**src/rtl/bswm_pkg.sv**
```systemverilog
package bswm_pkg;

   // Request op codes
   localparam logic [1:0] OP_CTRL    = 2'd0;
   localparam logic [1:0] OP_TRIGGER = 2'd1;
   localparam logic [1:0] OP_TICK    = 2'd2;

   // CSR indexes
   localparam logic [1:0] CSR_AMPLITUDE = 2'd0;
   localparam logic [1:0] CSR_HALF_PER  = 2'd1;
   localparam logic [1:0] CSR_ONE_SHOT  = 2'd2;

   // CSR reset values
   localparam logic [14:0] AMPLITUDE_RST = 15'd2048;
   localparam logic [15:0] HALF_PER_RST  = 16'd1837;
   localparam logic [15:0] ONE_SHOT_RST  = 16'd4410;

   // Phase accumulator step per sample tick
   localparam logic [16:0] PHASE_STEP = 17'd100;

   // Output saturation bound
   localparam logic signed [16:0] SAT_MAX = 17'sd32767;
   localparam logic signed [16:0] SAT_MIN = -17'sd32767;

   // Control byte bits
   localparam int CTRL_UNMUTE_BIT = 0;
   localparam int CTRL_ONE_SHOT_BIT = 6;
   localparam int CTRL_CONT_BIT = 7;

   typedef enum logic [1:0] {
      MODE_OFF        = 2'd0,
      MODE_ONE_SHOT   = 2'd1,
      MODE_CONTINUOUS = 2'd2
   } mode_type;

   typedef struct packed {
      logic [1:0]         op;
      logic [7:0]         ctrl_byte;
      logic signed [15:0] left_in;
      logic signed [15:0] right_in;
   } req_type;

   typedef struct packed {
      logic signed [15:0] left_out;
      logic signed [15:0] right_out;
      logic [1:0]         beep_mode;
      logic               mute_flag;
   } rsp_type;

   typedef struct packed {
      logic [14:0] amplitude;
      logic [15:0] half_period;
      logic [15:0] one_shot_ticks;
   } cfg_type;

   // Beeper state after the current item, as seen by the mixer
   typedef struct packed {
      logic     tick;
      logic     beep_on;
      logic     wave_high;
      mode_type mode;
      logic     mute;
   } beep_status_type;

endpackage

```
**src/rtl/bswm_beeper.sv**
```systemverilog
module bswm_beeper import bswm_pkg::*; (
   input  logic            clock,
   input  logic            reset,
   input  logic            fire,
   input  req_type         item,
   input  cfg_type         cfg,
   output beep_status_type status
);

   mode_type    mode_ff, mode_in;
   logic [15:0] remaining_ff, remaining_in;
   logic [16:0] balance_ff, balance_in;
   logic        wave_ff, wave_in;
   logic        mute_ff, mute_in;

   logic [16:0] bal_sum;
   logic [15:0] rem_dec;

   // Next state for one item
   always_comb begin
      mode_in      = mode_ff;
      remaining_in = remaining_ff;
      balance_in   = balance_ff;
      wave_in      = wave_ff;
      mute_in      = mute_ff;
      bal_sum      = balance_ff + PHASE_STEP;
      rem_dec      = (remaining_ff == 16'd0) ? 16'd0 : remaining_ff - 16'd1;
      case (item.op)
         OP_CTRL: begin
            mute_in = ~item.ctrl_byte[CTRL_UNMUTE_BIT];
            if (item.ctrl_byte[CTRL_CONT_BIT]) begin
               mode_in = MODE_CONTINUOUS;
            end else if (item.ctrl_byte[CTRL_ONE_SHOT_BIT]) begin
               mode_in      = MODE_ONE_SHOT;
               remaining_in = cfg.one_shot_ticks;
            end else begin
               mode_in = MODE_OFF;
            end
         end
         OP_TRIGGER: begin
            mode_in      = MODE_ONE_SHOT;
            remaining_in = cfg.one_shot_ticks;
         end
         OP_TICK: begin
            if (mode_ff != MODE_OFF) begin
               // accumulate and flip once per tick at most
               if (bal_sum >= {1'b0, cfg.half_period}) begin
                  balance_in = bal_sum - {1'b0, cfg.half_period};
                  wave_in    = ~wave_ff;
               end else begin
                  balance_in = bal_sum;
               end
               if (mode_ff == MODE_ONE_SHOT) begin
                  remaining_in = rem_dec;
                  if (rem_dec == 16'd0) begin
                     mode_in = MODE_OFF;
                  end
               end
            end
         end
         default: begin
         end
      endcase
   end

   assign status.tick      = (item.op == OP_TICK);
   assign status.beep_on   = (item.op == OP_TICK) && (mode_ff != MODE_OFF);
   assign status.wave_high = wave_in;
   assign status.mode      = mode_in;
   assign status.mute      = mute_in;

   // State registers, updated on each processed item
   always_ff @(posedge clock) begin
      if (reset) begin
         mode_ff      <= MODE_OFF;
         remaining_ff <= 16'd0;
         balance_ff   <= 17'd0;
         wave_ff      <= 1'b0;
         mute_ff      <= 1'b0;
      end else if (fire) begin
         mode_ff      <= mode_in;
         remaining_ff <= remaining_in;
         balance_ff   <= balance_in;
         wave_ff      <= wave_in;
         mute_ff      <= mute_in;
      end
   end

endmodule

```
**src/rtl/bswm_mix.sv**
```systemverilog
module bswm_mix import bswm_pkg::*; (
   input  logic               tick,
   input  logic               beep_on,
   input  logic               wave_high,
   input  logic [14:0]        amplitude,
   input  logic signed [15:0] sample_in,
   output logic signed [15:0] sample_out
);

   logic signed [16:0] wave;
   logic signed [16:0] sum;

   // Signed square wave level, zero while the beeper is off
   always_comb begin
      if (!beep_on) begin
         wave = 17'sd0;
      end else if (wave_high) begin
         wave = $signed({2'b00, amplitude});
      end else begin
         wave = -$signed({2'b00, amplitude});
      end
   end

   assign sum = $signed({sample_in[15], sample_in}) + wave;

   // Saturate to the symmetric range; non-tick items carry silence
   always_comb begin
      if (!tick) begin
         sample_out = 16'sd0;
      end else if (sum > SAT_MAX) begin
         sample_out = SAT_MAX[15:0];
      end else if (sum < SAT_MIN) begin
         sample_out = SAT_MIN[15:0];
      end else begin
         sample_out = sum[15:0];
      end
   end

endmodule

```
**src/rtl/beeper_square_wave_mixer_unit.sv**
```systemverilog
// Pipeline: a request transfer passes the input register, then the result register,
// before its response is presented; a stall on the response side holds items in place.
// Throughput: one item per cycle unless the response side stalls; the beeper state
// update and the mix sit between the input and the result register in a single pass.
// Reset: synchronous; clears the beeper state and pipeline valids and loads the CSR
// defaults (amplitude 2048, half period 1837, one-shot length 4410).
module beeper_square_wave_mixer_unit import bswm_pkg::*; (
   input  logic        clock,
   input  logic        reset,
   input  logic        req_valid,
   output logic        req_ready,
   input  req_type     req_data,
   output logic        rsp_valid,
   input  logic        rsp_ready,
   output rsp_type     rsp_data,
   input  logic        csr_write_en,
   input  logic [1:0]  csr_index,
   input  logic [15:0] csr_wdata
);

   cfg_type         cfg_ff;
   logic            in_valid_ff;
   req_type         in_data_ff;
   logic            rsp_valid_ff;
   rsp_type         rsp_data_ff, rsp_data_in;
   logic            advance;
   beep_status_type status;
   logic signed [15:0] left_mix, right_mix;

   // Configuration registers
   always_ff @(posedge clock) begin
      if (reset) begin
         cfg_ff.amplitude      <= AMPLITUDE_RST;
         cfg_ff.half_period    <= HALF_PER_RST;
         cfg_ff.one_shot_ticks <= ONE_SHOT_RST;
      end else if (csr_write_en) begin
         unique case (csr_index)
            CSR_AMPLITUDE: cfg_ff.amplitude      <= csr_wdata[14:0];
            CSR_HALF_PER:  cfg_ff.half_period    <= csr_wdata;
            CSR_ONE_SHOT:  cfg_ff.one_shot_ticks <= csr_wdata;
            default: begin
            end
         endcase
      end
   end

   // Item moves from the input register to the result register
   assign advance   = in_valid_ff && (!rsp_valid_ff || rsp_ready);
   assign req_ready = !in_valid_ff || advance;

   // Input register
   always_ff @(posedge clock) begin
      if (reset) begin
         in_valid_ff <= 1'b0;
      end else if (req_ready) begin
         in_valid_ff <= req_valid;
      end
   end

   always_ff @(posedge clock) begin
      if (req_valid && req_ready) begin
         in_data_ff <= req_data;
      end
   end

   bswm_beeper u_beeper (
      .clock  (clock),
      .reset  (reset),
      .fire   (advance),
      .item   (in_data_ff),
      .cfg    (cfg_ff),
      .status (status)
   );

   bswm_mix u_mix_left (
      .tick       (status.tick),
      .beep_on    (status.beep_on),
      .wave_high  (status.wave_high),
      .amplitude  (cfg_ff.amplitude),
      .sample_in  (in_data_ff.left_in),
      .sample_out (left_mix)
   );

   bswm_mix u_mix_right (
      .tick       (status.tick),
      .beep_on    (status.beep_on),
      .wave_high  (status.wave_high),
      .amplitude  (cfg_ff.amplitude),
      .sample_in  (in_data_ff.right_in),
      .sample_out (right_mix)
   );

   always_comb begin
      rsp_data_in.left_out  = left_mix;
      rsp_data_in.right_out = right_mix;
      rsp_data_in.beep_mode = status.mode;
      rsp_data_in.mute_flag = status.mute;
   end

   // Result register
   always_ff @(posedge clock) begin
      if (reset) begin
         rsp_valid_ff <= 1'b0;
      end else if (advance) begin
         rsp_valid_ff <= 1'b1;
      end else if (rsp_ready) begin
         rsp_valid_ff <= 1'b0;
      end
   end

   always_ff @(posedge clock) begin
      if (advance) begin
         rsp_data_ff <= rsp_data_in;
      end
   end

   assign rsp_valid = rsp_valid_ff;
   assign rsp_data  = rsp_data_ff;

endmodule
```
**config.mk**
```make
export PLATFORM = sky130hd
export DESIGN_NAME = beeper_square_wave_mixer_unit
export DESIGN_NICKNAME = d
export VERILOG_FILES = /design/src/rtl/bswm_pkg.sv /design/src/rtl/bswm_beeper.sv /design/src/rtl/bswm_mix.sv /design/src/rtl/beeper_square_wave_mixer_unit.sv
export SDC_FILE = /design/constraint.sdc
export NUM_CORES = 1
export LEC_CHECK = 0
export ABC_AREA = 1
export BUFFER_PORTS_ARGS = -buffer_cell sky130_fd_sc_hd__clkbuf_2
export CAP_MARGIN = 10
export CORE_MARGIN = 2
export CORE_UTILIZATION = 45
export DETAILED_ROUTE_END_ITERATION = 10
export PLACE_DENSITY = 0.67
export SLEW_MARGIN = 0
export SYNTH_ARGS = -nofsm -noshare
export SYNTH_HDL_FRONTEND = slang
export SYNTH_HIERARCHICAL = 1
export SYNTH_SLANG_ARGS = --single-unit
export TNS_END_PERCENT = 100
```
**constraint.sdc**
```tcl
create_clock -name clock -period 13.8 [get_ports clock]
set_clock_uncertainty 0.2 [all_clocks]
set_input_delay 0.69 -clock clock [delete_from_list [all_inputs] [get_ports clock]]
set_output_delay 0.69 -clock clock [all_outputs]
set_load 0.05 [all_outputs]
```
## Yosys cells after proc, flatten, opt, wreduce, memory -nomap -nowiden

Cells that the tools add are included.

- Bitwise operators: 3
- Equality and inequality tests: 9
- Order comparisons: 5
- Div/mod/pow operators: 0
- Reduce and logical (&&, ||, !) cells: 21
- Multipliers: 0
- Shift-type cells: 0
- $add $sub $neg: 6
- Muxes and demuxes: 25

Operators with widths:

| operator | count |
|---|---|
| two-way mux 16 bit | 7 |
| two-way mux 17 bit | 3 |
| case mux 16 bit (3 select lines) | 1 |
| adder 16 x 17 -> 17 bit | 2 |
| > comparator 17 x 16 -> 1 bit (second input constant) | 2 |
| < comparator 17 x 16 -> 1 bit (second input constant) | 2 |
| zero test 16 bit | 2 |
| two-way mux 15 bit | 2 |
| adder 17 x 7 -> 17 bit (second input constant) | 1 |
| >= comparator 17 x 16 -> 1 bit | 1 |
| negation 15 -> 17 bit | 1 |
| subtractor 17 x 16 -> 17 bit | 1 |
| subtractor 16 x 1 -> 16 bit (second input constant) | 1 |
| two-way mux 2 bit | 4 |
| != test 2 bit (second input constant) | 4 |
| two-way mux 1 bit | 7 |
| == test 2 x 1 -> 1 bit (second input constant) | 3 |
| case mux 2 bit (3 select lines) | 1 |
| AND reduction 2 bit | 3 |
| AND reduction 6 bit | 1 |
| == test 2 bit (second input constant) | 2 |
| zero test 2 bit | 2 |
| nonzero test 2 bit | 2 |
| OR reduction 2 bit | 2 |
| 6 further kinds | 12 |

- Bits of input ports: 65
- Bits in latches: 0
- Word-level logic and storage cells: 89
- Output and inout port bits: 37
- Memories kept: 0
- RAM bits: 0
- Memory bits (read-only): 0
- Register bits: 163

## Depth between registers and ports, before layout

Gate-level depths: netlist of run 1.

- Depth after elaboration: 11
- Gate-level depth with buffers: 44
- Mapped depth without buffers: 40

## Cells and area by module

Netlist of run 1, hierarchy kept.

Modules (own cells, without submodules):

| module | seq. area each (um^2) | cells an instance | instances | area an instance (um^2) |
|---|---|---|---|---|
| beeper_square_wave_mixer_unit | 3293.2 | 369 | 1 | 4315.4 |
| bswm_beeper | 740.7 | 555 | 1 | 3428.3 |
| bswm_mix | 0.0 | 343 | 2 | 1702.9 |

## Worst setup path after synthesis of run 1

No wires, ideal clock.

- Path type: reg2reg
- From: register u_beeper.balance_ff[2]
- To: register rsp_data_ff, in the netlist rsp_data[14] (data pin)
- Arrival time: 5.142 ns
- Data required time: 13.344 ns
- Slack: 8.202 ns
- Cell stages (with the launch flop): 41
- Buffers on the path: 5
- Period minus slack after synthesis: 5.598 ns
- Setup time: 0.256 ns
- Cell sequence: dfxtp_1 ha_1 a21oi_2 nand2_1 nand2_2 nor4_1 nand3_1 xor2_1 ha_1 nand2_1 nor2_1 inv_1 nor2_1 nor2_1 nand2_1 nand2_1 nand2_4 buf_6 [5 not listed] inv_1 clkbuf_1 o41ai_1 o21ai_0 a21oi_1 ha_1 nand2_1 inv_1 a21oi_1 inv_1 a21oi_1 nand3_1 nand2_1 o21bai_2 nand2_4 buf_6 nand3b_1 nand2_1

- Longest elaborated chain between the ends: 11
- Elaborated cells between the ends (all ways): 12
- Classes of those cells: add/sub: 2; order compare: 3; mux: 7

Ends and longest elaborated chain:

| item | line | RTL |
|---|---|---|
| start, declared | bswm_beeper.sv:12 | `logic [16:0] balance_ff, balance_in;` |
| start signal, assigned | bswm_beeper.sv:83 | `balance_ff <= balance_in;` |
| adder 17 x 7 -> 17 bit * | bswm_beeper.sv:26 | `bal_sum = balance_ff + PHASE_STEP;` |
| >= comparator 17 x 16 -> 1 bit * | bswm_beeper.sv:47 | `if (bal_sum >= {1'b0, cfg.half_period}) begin` |
| two-way mux 1 bit * | bswm_beeper.sv:47 |  |
| two-way mux 1 bit * | bswm_beeper.sv:45 | `if (mode_ff != MODE_OFF) begin` |
| two-way mux 1 bit * | bswm_beeper.sv:28 | `case (item.op)` |
| via u_beeper.wave_in | bswm_beeper.sv:13 | `logic wave_ff, wave_in;` |
| two-way mux 17 bit * | bswm_mix.sv:17 | `end else if (wave_high) begin` |
| two-way mux 17 bit * | bswm_mix.sv:15 | `if (!beep_on) begin` |
| adder 16 x 17 -> 17 bit * | bswm_mix.sv:24 | `assign sum = $signed({sample_in[15], sample_in}) + wave;` |
| < comparator 17 x 16 -> 1 bit | bswm_mix.sv:32 | `end else if (sum < SAT_MIN) begin` |
| two-way mux 16 bit | bswm_mix.sv:32 |  |
| two-way mux 15 bit * | bswm_mix.sv:30 | `end else if (sum > SAT_MAX) begin` |
| end signal, assigned | beeper_square_wave_mixer_unit.sv:113 | `rsp_data_ff <= rsp_data_in;` |
| end, declared | beeper_square_wave_mixer_unit.sv:25 | `rsp_type rsp_data_ff, rsp_data_in;` |

Mark *: on every way through the listed nets, which the timed path passes. The rest lies on a longest branch.
A chain may end at the register's enable or synchronous reset.

==> results.sh, run 1 <==
export IMPL_synthCells=1605
export IMPL_first_global_vias=9040
export IMPL_start_util_pct=45.5
export IMPL_synthesis_nets=1725
export IMPL_ant_nets=0
export IMPL_io_pins=102
export IMPL_relSlewSlack_pct=32.4
export IMPL_cts_sinks=158
export IMPL_hold_buffers=0
export IMPL_avgSynthCellArea_um2=6.85
export IMPL_grt_use_total_pct=20.4
export IMPL_postCtsSetupBuffers=0
export IMPL_clk_path_buf_depth=2
export IMPL_hold_violations=0
export IMPL_crit_path_start_kind="flop"
export IMPL_crit_fanout=22
export IMPL_cts_max_level=4
export IMPL_worstMarginPinSlew_ns=1.01
export IMPL_switching_share_pct=29.9
export IMPL_seq_power_share_pct=40.9
export IMPL_grt_pass1_wl_mm=42.9
export IMPL_min_from="req_data[3]"
export IMPL_dieWidth_um=160
export IMPL_slowest_delay_ns=0.50
export IMPL_hpwl_mm=19.4
export IMPL_post_drt_via_cell_ratio=5.05
export IMPL_routedWlPerCell_um=12.9
export IMPL_worstSkewPairLatency_ns=0.44
export IMPL_drive_gt1_share_pct=10.9
export IMPL_antenna_found_initial=0
export IMPL_wl_mm=26.0
export IMPL_finalSetupViolCount=0
export IMPL_ys_warn_count=6
export IMPL_reg2reg_from="u_beeper/balance_ff[2]"
export IMPL_combPwrFrac_pct=20.0
export IMPL_core_mm2=0.0242
export IMPL_cp_arrival_ns=6.68
export IMPL_drt_iter0_drc=631
export IMPL_clk_pin_slew_worst_paths_ns=0.07
export IMPL_syn_cell_area_mm2=0.0110
export IMPL_cts_tree="done"
export IMPL_max_freq_mhz=149
export IMPL_vdd_ir_drop_worst_mv=0.0703
export IMPL_drcViolationCount=0
export IMPL_period_share_pct=48.5
export IMPL_drtPass1Iterations=5
export IMPL_worstSetupPathType="reg -> reg"
export IMPL_row_count=57
export IMPL_required_ns=13.78
export IMPL_cts_buffers=17
export IMPL_status="complete, no violations"
export IMPL_layout_min_cycle_time_ns=6.70
export IMPL_dp_cells=1982
export IMPL_startpoint="u_beeper/balance_ff[2]"
export IMPL_cp_slowest_cell="inv_1"
export IMPL_fin_cells=2014
export IMPL_overflow=0
export IMPL_power_switching_w=0.000388
export IMPL_die_area_mm2=0.0257
export IMPL_die_h_um=160
export IMPL_hold_path_class="in -> reg"
export IMPL_p_int_w=0.000912
export IMPL_antennaDiodeCount=0
export IMPL_vias=10162
export IMPL_slew_viol_final=0
export IMPL_p_leak_nw=6.24
export IMPL_nets=1797
export IMPL_timing_critical_path_to_type="flop"
export IMPL_rsz0062_at_grt="no"
export IMPL_max_cap_violations=0
export IMPL_powerDensity_mw_per_mm2=106
export IMPL_cts_resized=0
export IMPL_io_buffers=96
export IMPL_grt_max_degree=44
export IMPL_root_buffer="clkbuf_16"
export IMPL_fin_ws_ns=7.10
export IMPL_setup_tns_ns=0
export IMPL_crit_top_cell="nand2_1"
export IMPL_place_worst_setup_slack_ns=7.24
export IMPL_gp_congestion=0.898
export IMPL_syn2layout_area_growth_pct=12.0
export IMPL_pwr_share_clk_pct=39.1
-- registers in the layout, indices dropped and copies added (netlist names), 2 cells and up --
register / count
cfg_ff: 47
in_data_ff: 37
rsp_data: 35
u_beeper/balance_ff: 17
u_beeper/remaining_ff: 16
u_beeper/mode_ff: 2
-- layer usage --
| layer | up-vias | share of wire (%) | global-route usage, % | wire length [um] |
|---|---|---|---|---|
| met1 | 4573 | 48 | 28.3 | 12600 |
| met2 | 191 | 46 | 33.2 | 12000 |
| met3 | 28 | 3.8 | 2.82 | 998 |
| met4 | 0 | 1.6 | 6.22 | 422 |
| met5 | - | 0 | 0 | 0 |
| li1 | 5370 | - | - | - |
-- final timing paths --
check / depth (start not counted) / to / slack (ns)
setup / recovery: 35 / rsp_data[24] / 7.10
setup reg to reg: 35 / rsp_data[24] / 7.10
hold / removal: 1 / in_data_ff[3] / 0.22
hold reg to reg: 2 / cfg_ff[5] / 0.26
-- cell usage in the layout, fill, tap and decap left out, types with 11 or more instances in the layout --
cell type,count
ha_1,52
clkbuf_2,98
nand3_1,133
edfxtp_1,72
nor3_1,26
nand3b_1,30
clkbuf_16,19
nand2_2,12
o21ai_0,43
nand4_1,22
inv_1,225
xor2_1,24
a21oi_1,110
nand2_1,451
inv_2,11
nor2_1,165
a221oi_1,15
dfxtp_1,86
-- worst max-delay path: cells and delay by family, from the launching register on --
| kind | cells | cell delay, ns |
|---|---|---|
| AND/OR/NAND/NOR | 21 | 2.68 |
| adder cells (fa/ha/maj) | 3 | 0.98 |
| buffers and inverters | 4 | 0.98 |
| AO/OA/AOI/OAI | 5 | 0.84 |
| flip-flops | 1 | 0.39 |
| XOR/XNOR | 2 | 0.34 |
-- layout make-up --
class	instances	area, um^2
Clock buffer	24	507
Clock inverter	8	126
Fill cell	2408	11900
Inverter	237	890
Multi-Input combinational cell	1161	5980
Sequential cell	158	3880
Tap cell	324	405
Timing Repair Buffer	102	526
-- power groups by stage --
stage               clock, W  sequential [W]  combinational (W)
global route        0.000538        0.000534           0.000295
detailed placement         0        0.000542           0.000256
finish              0.000509        0.000532           0.000259
global placement           0        0.000542           0.000252
floorplan                  0        0.000557           0.000185
CTS                 0.000522        0.000532           0.000258
-- per-stage QoR --
stage	power (W)	utilization, %	hold slack, ns	area [um^2]
floorplan	0.000742	-	0.229	11000
global placement	0.000794	48.3	0.247	11700
detailed placement	0.000798	48.3	0.243	11700
CTS	0.00131	50.9	0.207	12300
global route	0.00137	50.9	0.206	12300
finish	0.00130	50.9	0.223	12300
(Power assumes the default switching activity.)
==> run 2: changes to the inputs <==
--- a/config.mk
+++ b/config.mk
@@ -5,13 +5,13 @@
 export SDC_FILE = /design/constraint.sdc
 export NUM_CORES = 1
 export LEC_CHECK = 0
-export ABC_AREA = 1
+export ABC_AREA = 0
 export BUFFER_PORTS_ARGS = -buffer_cell sky130_fd_sc_hd__clkbuf_2
 export CAP_MARGIN = 10
 export CORE_MARGIN = 2
 export CORE_UTILIZATION = 45
 export DETAILED_ROUTE_END_ITERATION = 10
-export PLACE_DENSITY = 0.67
+export PLACE_DENSITY = 0.7
 export SLEW_MARGIN = 0
 export SYNTH_ARGS = -nofsm -noshare
 export SYNTH_HDL_FRONTEND = slang
==> constraint.sdc (replaced) <==
create_clock -name clock -period 5.55 [get_ports clock]
set_clock_uncertainty 0.2 [all_clocks]
set_input_delay 0.2775 -clock clock [delete_from_list [all_inputs] [get_ports clock]]
set_output_delay 0.2775 -clock clock [all_outputs]
set_load 0.05 [all_outputs]
==> results.sh, run 2 <==
export IMPL_timing_critical_path_to_type="flop"
export IMPL_max_freq_mhz=169
export IMPL_drt_iter0_drc=768
export IMPL_violations="setup timing"
export IMPL_rsz0062_at_grt="yes"
export IMPL_combPwrFrac_pct=23.7
export IMPL_cp_num_cells=26
export IMPL_powerDensity_mw_per_mm2=229
export IMPL_antennaDiodeCount=0
export IMPL_vias=10096
export IMPL_worstSkewPairLatency_ns=0.45
export IMPL_hpwl_mm=19.1
export IMPL_pwr_share_clk_pct=36.6
export IMPL_place_worst_setup_slack_ns=-0.284
export IMPL_p_leak_nw=6.01
export IMPL_row_count=55
export IMPL_finalSetupViolCount=31
export IMPL_grt_use_total_pct=23.0
export IMPL_first_global_vias=9374
export IMPL_cts_max_level=4
export IMPL_min_from="reset"
export IMPL_r2r_end="rsp_data[6]"
export IMPL_p_int_w=0.00224
export IMPL_core_mm2=0.0227
export IMPL_period_share_pct=106
export IMPL_power_switching_w=0.00108
export IMPL_hold_path_class="in -> reg"
export IMPL_clk_path_buf_depth=2
export IMPL_hold_ws_ns=0.0405
export IMPL_die_area_mm2=0.0245
export IMPL_ant_nets=0
export IMPL_seq_power_share_pct=39.7
export IMPL_io_buffers=96
export IMPL_syn2layout_area_growth_pct=38.6
export IMPL_drtPass1Iterations=5
export IMPL_status="finished with violations"
export IMPL_worstMarginPinSlew_ns=1.02
export IMPL_dieWidth_um=156
export IMPL_routedWlPerCell_um=17.4
export IMPL_setup_tns_ns=-6.36
export IMPL_fin_ws_ns=-0.356
export IMPL_reg2reg_from="u_beeper/balance_ff[2]"
export IMPL_layout_min_cycle_time_ns=5.91
export IMPL_overflow=0
export IMPL_antenna_found_initial=0
export IMPL_layout_common_cells="buf_4 (161), nor2_1 (99), clkbuf_2 (95)"
export IMPL_crit_family="compound AO/OA/AOI/OAI gates"
export IMPL_required_ns=5.51
export IMPL_dp_cells=1613
export IMPL_worstSetupPathType="reg -> reg"
export IMPL_regToRegSetupSlack_ns=-0.36
export IMPL_critPathBufInv=2
export IMPL_nets=1563
export IMPL_grt_max_degree=101
export IMPL_synthesis_nets=1268
export IMPL_wl_mm=30.2
export IMPL_p_total_w=0.00332
export IMPL_drcViolationCount=0
export IMPL_hold_depth=2
export IMPL_avgSynthCellArea_um2=9.11
export IMPL_grt_pass1_wl_mm=45.2
export IMPL_die_h_um=156
export IMPL_ys_warn_count=6
export IMPL_relSlewSlack_pct=30.9
export IMPL_start_util_pct=46.1
export IMPL_root_buffer="clkbuf_16"
export IMPL_synthCells=1148
export IMPL_largest_register="cfg_ff"
export IMPL_cts_buffers=17
export IMPL_r2r_cells=26
export IMPL_gp_congestion=0.863
export IMPL_drive_gt1_share_pct=32.1
export IMPL_cp_slowest_cell="ha_1"
export IMPL_fin_cells=1741
export IMPL_io_pins=102
export IMPL_hold_violations=0
export IMPL_cts_sinks=158
export IMPL_vdd_ir_drop_worst_mv=0.194
export IMPL_crit_path_start_kind="flop"
export IMPL_clk_pin_slew_worst_paths_ns=0.07
export IMPL_final_common_cell="buf_4"
export IMPL_post_drt_via_cell_ratio=5.80
export IMPL_hold_end="rsp_valid"
export IMPL_cts_tree="done"
export IMPL_syn_cell_area_mm2=0.0105
export IMPL_max_cap_violations=0
export IMPL_cp_arrival_ns=5.86
export IMPL_largest_reg_flops=47
export IMPL_switching_share_pct=32.5
export IMPL_slowest_delay_ns=0.38
export IMPL_slew_viol_final=0
export IMPL_crit_fanout=7
-- run 2: layout make-up --
class	instances	area [um^2]
fill	1793	8210
multi-input combinational	894	7080
sequential	158	3890
timing repair buffer	323	2380
clock buffer	17	425
tap	285	357
clock inverter	15	185
inverter	49	184
-- run 2: worst register-to-register path, delay by kind of cell (launching register included) --
family,cells,cell delay [ns]
simple gates,6,0.86
flops,1,0.36
xor+xnor,3,0.36
compound gates,12,2.70
buf+inv,2,0.35
fa+ha+maj,3,0.82
-- run 2: worst max-delay path by stage --
stage	start	endpoint	slack, ns
after floorplan	u_beeper/balance_ff[2]	rsp_data[19]	-0.21
after global placement	u_beeper/balance_ff[3]	rsp_data[23]	-0.20
after detailed placement	u_beeper/balance_ff[3]	rsp_data[23]	-0.28
after CTS	u_beeper/balance_ff[3]	rsp_data[6]	-0.24
after global routing	u_beeper/balance_ff[2]	rsp_data[7]	-0.54
final	u_beeper/balance_ff[2]	rsp_data[6]	-0.36
-- run 2: routing by layer --
layer | vias to the layer above | global-route usage [%] | share of wire, %
met2 | 360 | 39.1 | 49
li1 | 4844 | - | -
met3 | 62 | 3.35 | 5.4
met4 | 0 | 8.43 | 2.6
met1 | 4830 | 29.7 | 43
met5 | - | 0 | 0
-- run 2: power by group through the flow --
stage / sequential [W] / combinational [W] / clock, W
after floorplan: 0.00138 / 0.000389 / 0
after global placement: 0.00134 / 0.000623 / 0
after detailed placement: 0.00134 / 0.000634 / 0
after CTS: 0.00132 / 0.000701 / 0.00122
after global routing: 0.00132 / 0.000843 / 0.00128
final: 0.00132 / 0.000786 / 0.00122
-- run 2: repair_timing --
item / in CTS / in global routing
setup endpoints to repair: 32 / 32
gates resized for setup: 49 / 122
buffers inserted: 21 / 22
pin swaps: 35 / 86
cloned: 2 / 2
endpoints found under the hold margin: 60 / 0
hold buffers: 52 / 0
-- run 2: through the flow --
| stage | cell area [um^2] | util [%] |
|---|---|---|
| 3_5_place_dp | 12200 | 53.8 |
| 4_1_cts | 13800 | 60.8 |
| 3_3_place_gp | 12200 | 53.8 |
| 5_1_grt | 14500 | 63.9 |
| 6_report | 14500 | 63.9 |
| 2_1_floorplan | 10700 | - |
